[config.mk]
export PLATFORM = sky130hd
export DESIGN_NAME = flight_phase_deploy_controller_core
export DESIGN_NICKNAME = d
export VERILOG_FILES = /design/src/design/fpdc_pkg.sv /design/src/design/flight_phase_deploy_controller_core.sv /design/src/design/fpdc_phase.sv
export SDC_FILE = /design/constraint.sdc
export NUM_CORES = 1
export LEC_CHECK = 0
export ABC_AREA = 1
export CELL_PAD_IN_SITES_DETAIL_PLACEMENT = 2
export CELL_PAD_IN_SITES_GLOBAL_PLACEMENT = 2
export CORE_UTILIZATION = 41
export DETAILED_ROUTE_END_ITERATION = 16
export DONT_BUFFER_PORTS = 1
export PLACE_DENSITY_LB_ADDON = 0.1
export SLEW_MARGIN = 30
export SYNTH_ARGS = -nofsm -noshare
export SYNTH_HDL_FRONTEND = slang
export SYNTH_SLANG_ARGS = --single-unit
[constraint.sdc]
create_clock -name clk_i -period 5.15 [get_ports clk_i]
set_input_delay 0.7725 -clock clk_i [delete_from_list [all_inputs] [get_ports clk_i]]
set_output_delay 0.7725 -clock clk_i [all_outputs]
set_load 0.1 [all_outputs]
[src/design/fpdc_pkg.sv]
// ----------------------------------------------------------------------------
// fpdc_pkg
// Shared types and constants of the flight phase deploy controller.
// ----------------------------------------------------------------------------
package fpdc_pkg;

  localparam int unsigned ValW   = 24;  // Q16.8 signed sensor values
  localparam int unsigned AltCfgW = 23; // launch altitude, unsigned
  localparam int unsigned CntW   = 4;   // confirmation counters
  localparam int unsigned CfgIdxW = 3;
  localparam int unsigned CfgDataW = 24;

  localparam logic [CntW-1:0] CntMax = 4'd15;

  // Register reset values
  localparam logic [AltCfgW-1:0] LaunchAltRst  = 23'd51200;  // 200 m
  localparam logic [ValW-1:0]    LaunchAccRst  = '0;
  localparam logic [ValW-1:0]    MainVelRst    = '0;
  localparam logic [ValW-1:0]    BackupVelRst  = '0;
  localparam logic [CntW-1:0]    ConfirmRst    = 4'd5;

  typedef enum logic [1:0] {
    MODE_GROUND  = 2'd0,
    MODE_FLIGHT  = 2'd1,
    MODE_DESCENT = 2'd2,
    MODE_DONE    = 2'd3
  } mode_e;

  typedef enum logic [CfgIdxW-1:0] {
    REG_LAUNCH_ALT  = 3'd0,
    REG_LAUNCH_ACC  = 3'd1,
    REG_MAIN_VEL    = 3'd2,
    REG_BACKUP_VEL  = 3'd3,
    REG_CONFIRM     = 3'd4
  } reg_idx_e;

  // Result of one confirmation phase evaluation
  typedef struct packed {
    logic            fire;
    logic [CntW-1:0] baro_cnt;
    logic [CntW-1:0] inert_cnt;
  } phase_res_t;

endpackage

[src/design/flight_phase_deploy_controller_core.sv]
// ----------------------------------------------------------------------------
// flight_phase_deploy_controller_core
// Flight mode tracker and deploy trigger: one result per sensor snapshot.
// ----------------------------------------------------------------------------
//
//  Channel  | Direction | Payload
//  ---------+-----------+------------------------------------------------------
//  s_axis   | in        | tdata: altitude, accel_z, baro_velocity,
//           |           |        inertial_velocity; tuser: tipped_over
//  m_axis   | out       | tdata: mode, fire_main, fire_backup
//  cfg      | in        | cfg_index_i selects register, cfg_data_i value
//
//  One item per cycle while m_axis takes results: the snapshot is evaluated
//  against the mode and counter registers in the accept cycle and the result
//  lands in the output register at that edge. The mode/counter loop is the
//  only feedback path. s_axis_tready is high whenever the output register is
//  empty or being drained, so a stall on m_axis holds the result and
//  back-pressures the input. Reset enters ground mode with all counters
//  cleared and registers at their defaults. cfg_ready_o is always high.
//
module flight_phase_deploy_controller_core (
  input  logic        clk_i,
  input  logic        rst_ni,

  input  logic        s_axis_tvalid,
  output logic        s_axis_tready,
  // [23:0] altitude, [47:24] accel_z, [71:48] baro_velocity,
  // [95:72] inertial_velocity
  input  logic [95:0] s_axis_tdata,
  // [0] tipped_over
  input  logic [0:0]  s_axis_tuser,

  output logic        m_axis_tvalid,
  input  logic        m_axis_tready,
  // [1:0] mode, [2] fire_main, [3] fire_backup, [7:4] zero
  output logic [7:0]  m_axis_tdata,

  input  logic                              cfg_valid_i,
  output logic                              cfg_ready_o,
  input  logic [fpdc_pkg::CfgIdxW-1:0]      cfg_index_i,
  input  logic [fpdc_pkg::CfgDataW-1:0]     cfg_data_i
);

  localparam int unsigned VW = fpdc_pkg::ValW;
  localparam int unsigned CW = fpdc_pkg::CntW;

  // ---------------------------------------------------------------- config
  logic [fpdc_pkg::AltCfgW-1:0] launch_alt_q;
  logic signed [VW-1:0]         launch_acc_q, main_vel_q, backup_vel_q;
  logic [CW-1:0]                confirm_q;
  logic                         cfg_xfer;

  assign cfg_ready_o = 1'b1;
  assign cfg_xfer    = cfg_valid_i && cfg_ready_o;

  always_ff @(posedge clk_i or negedge rst_ni) begin
    if (!rst_ni) begin
      launch_alt_q <= fpdc_pkg::LaunchAltRst;
      launch_acc_q <= fpdc_pkg::LaunchAccRst;
      main_vel_q   <= fpdc_pkg::MainVelRst;
      backup_vel_q <= fpdc_pkg::BackupVelRst;
      confirm_q    <= fpdc_pkg::ConfirmRst;
    end else if (cfg_xfer) begin
      unique case (cfg_index_i)
        fpdc_pkg::REG_LAUNCH_ALT: launch_alt_q <= cfg_data_i[fpdc_pkg::AltCfgW-1:0];
        fpdc_pkg::REG_LAUNCH_ACC: launch_acc_q <= cfg_data_i[VW-1:0];
        fpdc_pkg::REG_MAIN_VEL:   main_vel_q   <= cfg_data_i[VW-1:0];
        fpdc_pkg::REG_BACKUP_VEL: backup_vel_q <= cfg_data_i[VW-1:0];
        fpdc_pkg::REG_CONFIRM:    confirm_q    <= cfg_data_i[CW-1:0];
        default: ;  // unmapped index: dropped
      endcase
    end
  end

  // ---------------------------------------------------------------- input
  logic signed [VW-1:0] alt, acc, baro, inert;
  logic                 tipped;
  logic                 in_xfer;

  assign alt    = s_axis_tdata[23:0];
  assign acc    = s_axis_tdata[47:24];
  assign baro   = s_axis_tdata[71:48];
  assign inert  = s_axis_tdata[95:72];
  assign tipped = s_axis_tuser[0];

  logic out_valid_q;
  assign s_axis_tready = !out_valid_q || m_axis_tready;
  assign in_xfer       = s_axis_tvalid && s_axis_tready;

  // ---------------------------------------------------------------- state
  fpdc_pkg::mode_e mode_q, mode_d;
  logic [CW-1:0]   baro_main_cnt_q, inert_main_cnt_q;
  logic [CW-1:0]   baro_backup_cnt_q, inert_backup_cnt_q;
  logic            fire_main_d, fire_backup_d;
  logic            fire_main_q, fire_backup_q;

  fpdc_pkg::phase_res_t main_res, backup_res;

  fpdc_phase u_main_phase (
    .baro_i      (baro),
    .inert_i     (inert),
    .limit_i     (main_vel_q),
    .tipped_i    (tipped),
    .confirm_i   (confirm_q),
    .baro_cnt_i  (baro_main_cnt_q),
    .inert_cnt_i (inert_main_cnt_q),
    .res_o       (main_res)
  );

  fpdc_phase u_backup_phase (
    .baro_i      (baro),
    .inert_i     (inert),
    .limit_i     (backup_vel_q),
    .tipped_i    (tipped),
    .confirm_i   (confirm_q),
    .baro_cnt_i  (baro_backup_cnt_q),
    .inert_cnt_i (inert_backup_cnt_q),
    .res_o       (backup_res)
  );

  // launch detect: altitude is signed, the threshold unsigned 23 bit
  logic launch;
  assign launch = ($signed({alt[VW-1], alt}) > $signed({2'b00, launch_alt_q})) ||
                  (acc > launch_acc_q);

  always_comb begin
    mode_d        = mode_q;
    fire_main_d   = 1'b0;
    fire_backup_d = 1'b0;
    unique case (mode_q)
      fpdc_pkg::MODE_GROUND: begin
        if (launch) mode_d = fpdc_pkg::MODE_FLIGHT;
      end
      fpdc_pkg::MODE_FLIGHT: begin
        if (main_res.fire) begin
          fire_main_d = 1'b1;
          mode_d      = fpdc_pkg::MODE_DESCENT;
        end
      end
      fpdc_pkg::MODE_DESCENT: begin
        if (backup_res.fire) begin
          fire_backup_d = 1'b1;
          mode_d        = fpdc_pkg::MODE_DONE;
        end
      end
      default: ;  // done: snapshot ignored
    endcase
  end

  // counters only move in their own phase; a fire leaves them untouched
  always_ff @(posedge clk_i or negedge rst_ni) begin
    if (!rst_ni) begin
      mode_q             <= fpdc_pkg::MODE_GROUND;
      baro_main_cnt_q    <= '0;
      inert_main_cnt_q   <= '0;
      baro_backup_cnt_q  <= '0;
      inert_backup_cnt_q <= '0;
    end else if (in_xfer) begin
      mode_q <= mode_d;
      if (mode_q == fpdc_pkg::MODE_FLIGHT) begin
        baro_main_cnt_q  <= main_res.baro_cnt;
        inert_main_cnt_q <= main_res.inert_cnt;
      end
      if (mode_q == fpdc_pkg::MODE_DESCENT) begin
        baro_backup_cnt_q  <= backup_res.baro_cnt;
        inert_backup_cnt_q <= backup_res.inert_cnt;
      end
    end
  end

  // ---------------------------------------------------------------- output
  fpdc_pkg::mode_e res_mode_q;

  always_ff @(posedge clk_i or negedge rst_ni) begin
    if (!rst_ni) begin
      out_valid_q <= 1'b0;
    end else if (in_xfer) begin
      out_valid_q <= 1'b1;
    end else if (m_axis_tready) begin
      out_valid_q <= 1'b0;
    end
  end

  always_ff @(posedge clk_i) begin
    if (in_xfer) begin
      res_mode_q    <= mode_d;
      fire_main_q   <= fire_main_d;
      fire_backup_q <= fire_backup_d;
    end
  end

  assign m_axis_tvalid = out_valid_q;
  assign m_axis_tdata  = {4'b0000, fire_backup_q, fire_main_q, res_mode_q};

  // ---------------------------------------------------------------- checks
`ifndef SYNTHESIS
  // a result never fires both deploys
  assert property (@(posedge clk_i) disable iff (!rst_ni)
    out_valid_q |-> !(fire_main_q && fire_backup_q))
    else $error("both deploy pulses in one result");

  // a main fire always reports descent
  assert property (@(posedge clk_i) disable iff (!rst_ni)
    (out_valid_q && fire_main_q) |-> (res_mode_q == fpdc_pkg::MODE_DESCENT))
    else $error("main fire without descent mode");

  // done is terminal
  assert property (@(posedge clk_i) disable iff (!rst_ni)
    (mode_q == fpdc_pkg::MODE_DONE) |=> (mode_q == fpdc_pkg::MODE_DONE))
    else $error("left done mode");

  // the baro main and inertial backup confirmation counters never decrease
  assert property (@(posedge clk_i) disable iff (!rst_ni)
    1'b1 |=> (baro_main_cnt_q >= $past(baro_main_cnt_q)) &&
             (inert_backup_cnt_q >= $past(inert_backup_cnt_q)))
    else $error("confirmation counter decreased");
`endif

endmodule

[src/design/fpdc_phase.sv]
// ----------------------------------------------------------------------------
// fpdc_phase
// One confirmation phase: compares both velocities against a limit, applies
// the tip-over priority rules and returns the fire flag and next counters.
// ----------------------------------------------------------------------------
module fpdc_phase (
  input  logic signed [fpdc_pkg::ValW-1:0] baro_i,
  input  logic signed [fpdc_pkg::ValW-1:0] inert_i,
  input  logic signed [fpdc_pkg::ValW-1:0] limit_i,
  input  logic                             tipped_i,
  input  logic [fpdc_pkg::CntW-1:0]        confirm_i,
  input  logic [fpdc_pkg::CntW-1:0]        baro_cnt_i,
  input  logic [fpdc_pkg::CntW-1:0]        inert_cnt_i,
  output fpdc_pkg::phase_res_t             res_o
);

  logic b, i, b_ok, i_ok;
  logic inc_b, inc_i;
  logic fire;

  assign b    = baro_i <= limit_i;
  assign i    = inert_i <= limit_i;
  assign b_ok = b && (baro_cnt_i >= confirm_i);
  assign i_ok = i && (inert_cnt_i >= confirm_i);

  always_comb begin
    if (tipped_i) begin
      // baro reading has priority; inertial only looked at when baro is high
      fire  = b_ok || (!b && i_ok);
      inc_b = b && !b_ok;
      inc_i = !b && i && !i_ok;
    end else begin
      // both sensors must confirm
      fire  = b_ok && i_ok;
      inc_b = b && !b_ok;
      inc_i = b_ok && i && !i_ok;
    end
  end

  assign res_o.fire = fire;

  // saturating bumps
  assign res_o.baro_cnt  = (inc_b && baro_cnt_i != fpdc_pkg::CntMax) ?
                           baro_cnt_i + 1'b1 : baro_cnt_i;
  assign res_o.inert_cnt = (inc_i && inert_cnt_i != fpdc_pkg::CntMax) ?
                           inert_cnt_i + 1'b1 : inert_cnt_i;

endmodule

==> results.cfg, run 1 <==
[status]
outcome = finished clean

[floorplan]
ios = 140
die_y_um = 149.4
initial_core_util_pct = 42.09
rows = 53
dieArea_um2 = 22310
core_um2 = 21150
die_x_um = 149.4

[timing]
final-hold-violation-count = 0
tightest_slew_ns = 1.017
setup_tns_ns = 0
slew_headroom_pct = 32.34
slew_violations = 0
max_freq_mhz = 299.0
timing.final.ws_setup_ns = 1.806
finalSetupViolCount = 0
rsz0062_at_grt = no
fin_crit_ns = 3.344
finClkSkew_ns = 0.01019
fin_crit_sh_pct = 64.93

[layout]
syn_to_final_growth_pct = 9.725
final_nets = 1419
post-route-util_pct = 46.18
insertedDiodeCount = 0
layout-drive-gt1-share_pct = 5.789
final_cells = 1415

[detailed_routing]
ant_nets = 0
met3WireLength_um = 1606
post_drt_wl_per_cell_um = 19.65
wirelength_um = 27800
vias_per_cell = 5.382
met1_length_um = 12330
first_pass_iters = 4
vias = 7616
wl_met2_um = 13490
first_iter_violations = 252
drcViolationCount = 0
routed.top_layer = met4

[pwr]
p_switching_w = 0.001444
p_per_area_nw_per_um2 = 393.9
internal_power_w = 0.002404
leakage_nw = 5.211
seqPwrFrac_pct = 35.3
p_comb_share_pct = 32.5
peakVddDrop_mv = 0.2865
switching_share_pct = 37.53
clkPwrFrac_pct = 32.2
power_w = 0.003848

[clock_tree]
clk_latency_ns = 0.42
holdBufCountCts = 0
cts.sinks = 122
cts.htree.levels = 4
clk_pin_slew_ns = 0.06
cts_root_buf = clkbuf_16
cts_buffer_depth = 2
cts_tree = built
cts.repair.resized = 0
post_cts_buffers = 0
numCtsBuffers = 17

[worst_setup_path]
crit_required_ns = 5.45
crit_end = baro_main_cnt_q[1]$_DFFE_PN0P_
ff2ff_path_depth = 7
end_kind = flip-flop
cp_max_fo = 7
critPathArrivalTime_ns = 3.65
ff2ff_setup_slack_ns = 1.81
r2r_end = baro_main_cnt_q[1]$_DFFE_PN0P_
crit_path_start = m_axis_tvalid$_DFFE_PN0P_
worst-setup-path-type = flip-flop to flip-flop
startpoint_type = flip-flop
regToRegStartpoint = m_axis_tvalid$_DFFE_PN0P_

[place]
pre_cts_ws_ns = 1.853
dp_hpwl_um = 21460
place_congestion = 0.8277
port_buffers = 0
dp.cells = 1383

[yosys]
synth_top_family_by_area = adder cells
ys_types = 40
async_flop_share_pct = 96.72
synth_edf_count = 4
ys_seq_elements = 122
synthFlopType = dfrtp_1
synth-compound-area-share_pct = 11.50
yosysWarningCount = 0
yosysSeqAreaShare_pct = 34.58
yosys.area_share.simple_pct = 19.96
synthMuxAreaShare_pct = 0.3794
synth_area_um2 = 8904
synthAdderAreaFrac_pct = 22.91
synthXorXnorAreaFrac_pct = 0.9837
syn_inst = 1127
syn_avg_cell_area_um2 = 7.900

[global_route]
track_usage_pct = 26.62
grt_antenna_before_repair = 0
grt-ovfl-total = 0
grt_max_degree = 119
grt_pass1_vias = 8430
grt_pass1_wl_um = 44830

[run]
max_cap_violations = 0

[min_path]
holdCritPathClass = input port to asynchronous set/reset pin
-- power groups by stage --
stage	sequential (W)	combinational [W]	clock, W
after global routing	0.00138	0.00145	0.00130
after CTS	0.00136	0.00128	0.00126
after detailed placement	0.00136	0.00122	0
after floorplan	0.00130	0.000917	0
final	0.00136	0.00125	0.00124
after global placement	0.00135	0.00114	0
-- logic make-up (layout without fill, tap and decap cells) --
| group | count (synthesis) | after routing |
|---|---|---|
| muxes | 2 | 2 |
| buffers and inverters | 221 | 231 |
| DFF | 122 | 122 |
| AOI/OAI and AO/OA | 191 | 191 |
| adders and majority gates | 163 | 163 |
| other | 2 | 5 |
| and+or+nand+nor | 416 | 416 |
| xor gates and xnor gates | 10 | 10 |
-- layer usage --
layer / GRT usage, % / vias up
met2: 45.72 / 152
met1: 33.14 / 3764
met5: 0 / -
met3: 6.697 / 26
li1: - / 3674
met4: 6.531 / 0
-- flip-flops by register name (all words and copies together), names as in the netlist --
register	count
res_mode_q	2
confirm_q	4
inert_main_cnt_q	4
launch_acc_q	24
fire_backup_q	1
launch_alt_q	23
backup_vel_q	24
m_axis_tvalid	1
main_vel_q	24
baro_main_cnt_q	4
mode_q	2
fire_main_q	1
baro_backup_cnt_q	4
inert_backup_cnt_q	4
-- critical path, stage by stage, from the launching register on --
cell      delay (ns)
dfrtp_1         0.73
nand2_1         0.89
nand2_1         0.37
inv_2           0.24
nand2_1         0.12
a311oi_1        0.35
nand2_1         0.18
mux2_1          0.34
-- synthesized netlist by cell type (all sizes together) (2+ instances only) --
cell type,instances,area [um2]
nand4,22,137.6
a21o,5,37.54
buf,7,52.55
a21oi,56,280.3
nand3,47,267.8
a311oi,2,17.52
nand2,275,1055
dfstp,5,131.4
o21ai,115,579.3
nor2,61,236.5
edfxtp,4,120.1
nand3b,3,22.52
o211ai,4,30.03
xnor2,6,52.55
o21a,2,15.01
conb,2,7.510
nor3,6,45.04
o21bai,3,37.54
inv,195,732.0
xor2,4,35.03
ha,163,2039
clkbuf,19,71.32
a31oi,3,18.77
dfrtp,113,2828
-- layout by cell type, fill, tap and decap left out, types with 3 or more instances in the layout --
cell type / count
dfrtp_1: 113
ha_1: 163
a31oi_1: 3
a21oi_1: 56
nand3_2: 4
a21o_1: 5
inv_2: 4
conb_1: 5
clkinv_2: 5
xnor2_1: 6
o21ai_0: 113
o211ai_1: 4
nor2_2: 3
edfxtp_1: 4
nand3_1: 42
dfstp_2: 5
xor2_1: 4
nand4_1: 22
nor2_1: 58
inv_1: 191
nand2_1: 268
clkbuf_16: 17
bufinv_16: 3
nand3b_1: 3
nand2_2: 6
nor3_1: 3
buf_4: 4
nor3_2: 3
-- worst min-delay path by stage --
| stage | from | to | cells after the start |
|---|---|---|---|
| after floorplan | backup_vel_q[10]$_DFFE_PN0P_ | backup_vel_q[10]$_DFFE_PN0P_ | 2 |
| after global placement | launch_acc_q[23]$_DFFE_PN0P_ | launch_acc_q[23]$_DFFE_PN0P_ | 2 |
| after detailed placement | launch_acc_q[13]$_DFFE_PN0P_ | launch_acc_q[13]$_DFFE_PN0P_ | 2 |
| after CTS | rst_ni | baro_backup_cnt_q[3]$_DFFE_PN0P_ | 0 |
| after global routing | rst_ni | launch_alt_q[12]$_DFFE_PN0P_ | 0 |
| final | rst_ni | launch_alt_q[12]$_DFFE_PN0P_ | 0 |
-- through the flow --
step | area [um2] | hold slack, ns
floorplan | 8915 | 0.4530
global placement | 9165 | 0.4649
detailed placement | 9165 | 0.4733
CTS | 9769 | 0.02535
global route | 9769 | 0.03116
finish | 9769 | 0.04791
-- area by class of cell --
class / count / area, um2
repair buffers: 4 / 30.03
clock buffers: 20 / 456.7
clock inverters: 12 / 147.6
multi-input cells: 787 / 4980
flip-flops and latches: 122 / 3079
well taps: 275 / 344.1
inverters: 195 / 732.0
fillers: 2456 / 11380
No activity file was read; power rests on OpenSTA's default activity.
==> run 2, diff against run 1 <==
Settings changed: ABC_AREA 1 to 0, CORE_UTILIZATION 41 to 40.
Clock period 5.15 ns to 3.4 ns, I/O delays scaled along.
==> run 2 against run 1 <==
The flow now finishes with violations (hold timing). Power up 55%. Maximum frequency up 3.0%. Count of clock-buffer cells in the layout down 1. Non-clock buffer count up 5. Clock skew up 0.0028 ns. Critical path depth up 3. Register-to-register slack worse by 1.7 ns. Worst setup slack worse by 1.7 ns. Largest cell class unchanged. Highest routed layer unchanged.
==> results.cfg, run 2 <==
[worst_setup_path]
crit_required_ns = 3.56
critPathArrivalTime_ns = 3.41
cp_cell_sequence = inv_1 > ha_1 > nand4_1 > nor4_1 > o31ai_1 > nor3b_1 > a211oi_2 > mux2i_1 > o21ai_0 > a31oi_1
cp_max_fo = 5
cp_num_buf_inv = 1
cpLargestDelayFamily = compound AO/OA/AOI/OAI gates
ff2ff_path_depth = 10
worst-setup-path-type = flip-flop to flip-flop
r2r_end = res_mode_q[0]$_DFFE_PP_
end_kind = flip-flop
max_stage_delay_ns = 0.52
cpMaxStageDelayCell = nor4_1
regToRegStartpoint = main_vel_q[23]$_DFFE_PN0P_
startpoint_type = flip-flop
ff2ff_setup_slack_ns = 0.15

[timing]
max_freq_mhz = 308.0
finalSetupViolCount = 0
fin_crit_sh_pct = 95.51
whs_ns = -0.02883
fin_crit_ns = 3.247
final-hold-violation-count = 5
tightest_slew_ns = 0.9489
rsz0062_at_grt = yes
slew_headroom_pct = 36.87
finClkSkew_ns = 0.01302
slew_violations = 0

[floorplan]
initial_core_util_pct = 40.74
die_x_um = 148.1
rows = 53
ios = 140
dieArea_um2 = 21930
die_y_um = 148.1
core_um2 = 20960

[global_route]
grt_antenna_before_repair = 0
grt-ovfl-total = 0
grt_pass1_wl_um = 44390
track_usage_pct = 27.07
grt_pass1_vias = 7978
grt_max_degree = 119

[layout]
layout_common_cells = 163 x ha_1, 113 x dfrtp_1, 112 x inv_1
top_regs = backup_vel_q x24, launch_acc_q x24, main_vel_q x24
n_fill_cell = 2275
syn_to_final_growth_pct = 12.05
final_nets = 1209
layout-drive-gt1-share_pct = 9.570
fin_area_um2 = 9565
final_common_cell = ha_1
insertedDiodeCount = 0

[clock_tree]
cts_buffer_depth = 2
cts.htree.levels = 4
clk_pin_slew_ns = 0.06
numCtsBuffers = 17
clk_latency_ns = 0.43
cts.sinks = 122
post_cts_buffers = 0
cts_tree = built
cts_root_buf = clkbuf_16

[detailed_routing]
ant_nets = 0
drcViolationCount = 0
first_pass_iters = 4
wirelength_um = 28290
vias = 6938
first_iter_violations = 220
post_drt_wl_per_cell_um = 23.48
vias_per_cell = 5.758

[place]
port_buffers = 0
placed_cell_area_um2 = 8876
dp_hpwl_um = 22390
place_congestion = 0.8797

[yosys]
yosysSeqAreaShare_pct = 36.07
yosys.area.top_type = dfrtp_1
synth_top_cell_area_share_pct = 33.12
syn_avg_cell_area_um2 = 9.392
syn_inst = 909
synthTopCellsByArea = dfrtp_1 33%, ha_1 24%, o21ai_0 5.4%, inv_1 4.9%, nand2_1 4.3%
synth_edf_count = 4
synthTopCellsByCount = 163 x ha_1, 113 x dfrtp_1, 112 x inv_1, 98 x nand2_1, 92 x o21ai_0
ys_types = 59
yosysWarningCount = 0
synth_area_um2 = 8537
yosysMostFrequentCell = ha_1
ys_seq_elements = 122
async_flop_share_pct = 96.72
synthFlopType = dfrtp_1

[pwr]
leakage_nw = 4.581
peakVddDrop_mv = 0.3454
p_per_area_nw_per_um2 = 622.5

[min_path]
holdCritPathClass = input port to asynchronous set/reset pin

[run]
max_cap_violations = 0

[status]
violations = hold timing
outcome = finished, violations left
==> run 2: changes by cell type in the layout (fill, tap and decap cells not counted), sizes merged, moves of 7 or more <==
| cell | change |
|---|---|
| nand2 | -177 |
| inv | -79 |
| nor2 | -41 |
| mux2 | +32 |
| nand3 | -31 |
| o21ai | -21 |
| a21o | +16 |
| nand4 | +10 |
| nand2b | +9 |
| a21oi | +7 |
==> run 2: area by class of cell <==
| cell class | count | area, um2 | share of cell area [%] |
|---|---|---|---|
| Tap cell | 275 | 344.1 | 3.597 |
| Sequential cell | 122 | 3079 | 32.19 |
| Clock buffer | 19 | 452.9 | 4.735 |
| Timing Repair Buffer | 9 | 87.58 | 0.9156 |
| Multi-Input combinational cell | 655 | 4994 | 52.20 |
| Inverter | 112 | 420.4 | 4.395 |
| Clock inverter | 13 | 187.7 | 1.962 |
==> run 2: worst max path at each step <==
stage | depth (start not counted) | startpoint | end | slack (ns)
2_1_floorplan | 7 | m_axis_tvalid$_DFFE_PN0P_ | inert_main_cnt_q[1]$_DFFE_PN0P_ | 0.21
5_1_grt | 11 | backup_vel_q[18]$_DFFE_PN0P_ | res_mode_q[0]$_DFFE_PP_ | -0.002
6_report | 10 | main_vel_q[23]$_DFFE_PN0P_ | res_mode_q[0]$_DFFE_PP_ | 0.15
3_3_place_gp | 10 | s_axis_tdata[91] | mode_q[0]$_DFFE_PN0P_ | 0.19
4_1_cts | 11 | backup_vel_q[18]$_DFFE_PN0P_ | res_mode_q[0]$_DFFE_PP_ | 0.14
3_5_place_dp | 10 | s_axis_tdata[95] | mode_q[0]$_DFFE_PN0P_ | 0.08
==> run 2: routing by layer <==
layer | wire length (um) | global-route usage, %
met5 | 0 | 0
met4 | 759 | 10.05
met3 | 1361 | 5.429
met2 | 14290 | 47.84
met1 | 11880 | 32.35
==> run 2: through the flow <==
| stage | cells | TNS [ns] | power [W] | util (%) | setup WS (ns) |
|---|---|---|---|---|---|
| 6_report | 1205 | 0 | 0.005954 | 45.65 | 0.1528 |
| 5_1_grt | 1205 | -0.002355 | 0.006345 | 45.65 | -0.002355 |
| 4_1_cts | 1205 | 0 | 0.006005 | 45.55 | 0.1417 |
| 3_5_place_dp | 1172 | 0 | 0.003901 | 42.36 | 0.07975 |
| 3_3_place_gp | 1172 | 0 | 0.003702 | 42.36 | 0.1948 |
| 2_1_floorplan | 912 | 0 | 0.003298 | - | 0.2088 |
==> run 2: logic make-up (layout without fill, tap and decap cells) <==
logic type	count (synthesis)	after routing	synth area share, %
DFF	122	122	36.07
adders and majority gates	163	163	23.89
muxes	35	35	4.587
other	2	5	0.08797
AOI/OAI and AO/OA	223	223	15.30
xor gates and xnor gates	13	13	1.334
and+or+nand+nor	216	216	12.49
buffers and inverters	135	153	6.244
==> run 2: timing repair <==
item | CTS | global route
hold buffers | 1 | 0
endpoints found under the setup margin | 0 | 3
resized for setup | 0 | 3
hold endpoints to repair | 118 | 0
==> run 2: power by group <==
group	total, W	switching (W)	internal [W]	leakage [nW]
registers	0.00199	0.000206	0.00178	1.46
logic	0.00195	0.00116	0.000785	2.81
clock network	0.00202	0.000747	0.00127	0.307
total	0.00595	0.00212	0.00384	4.58
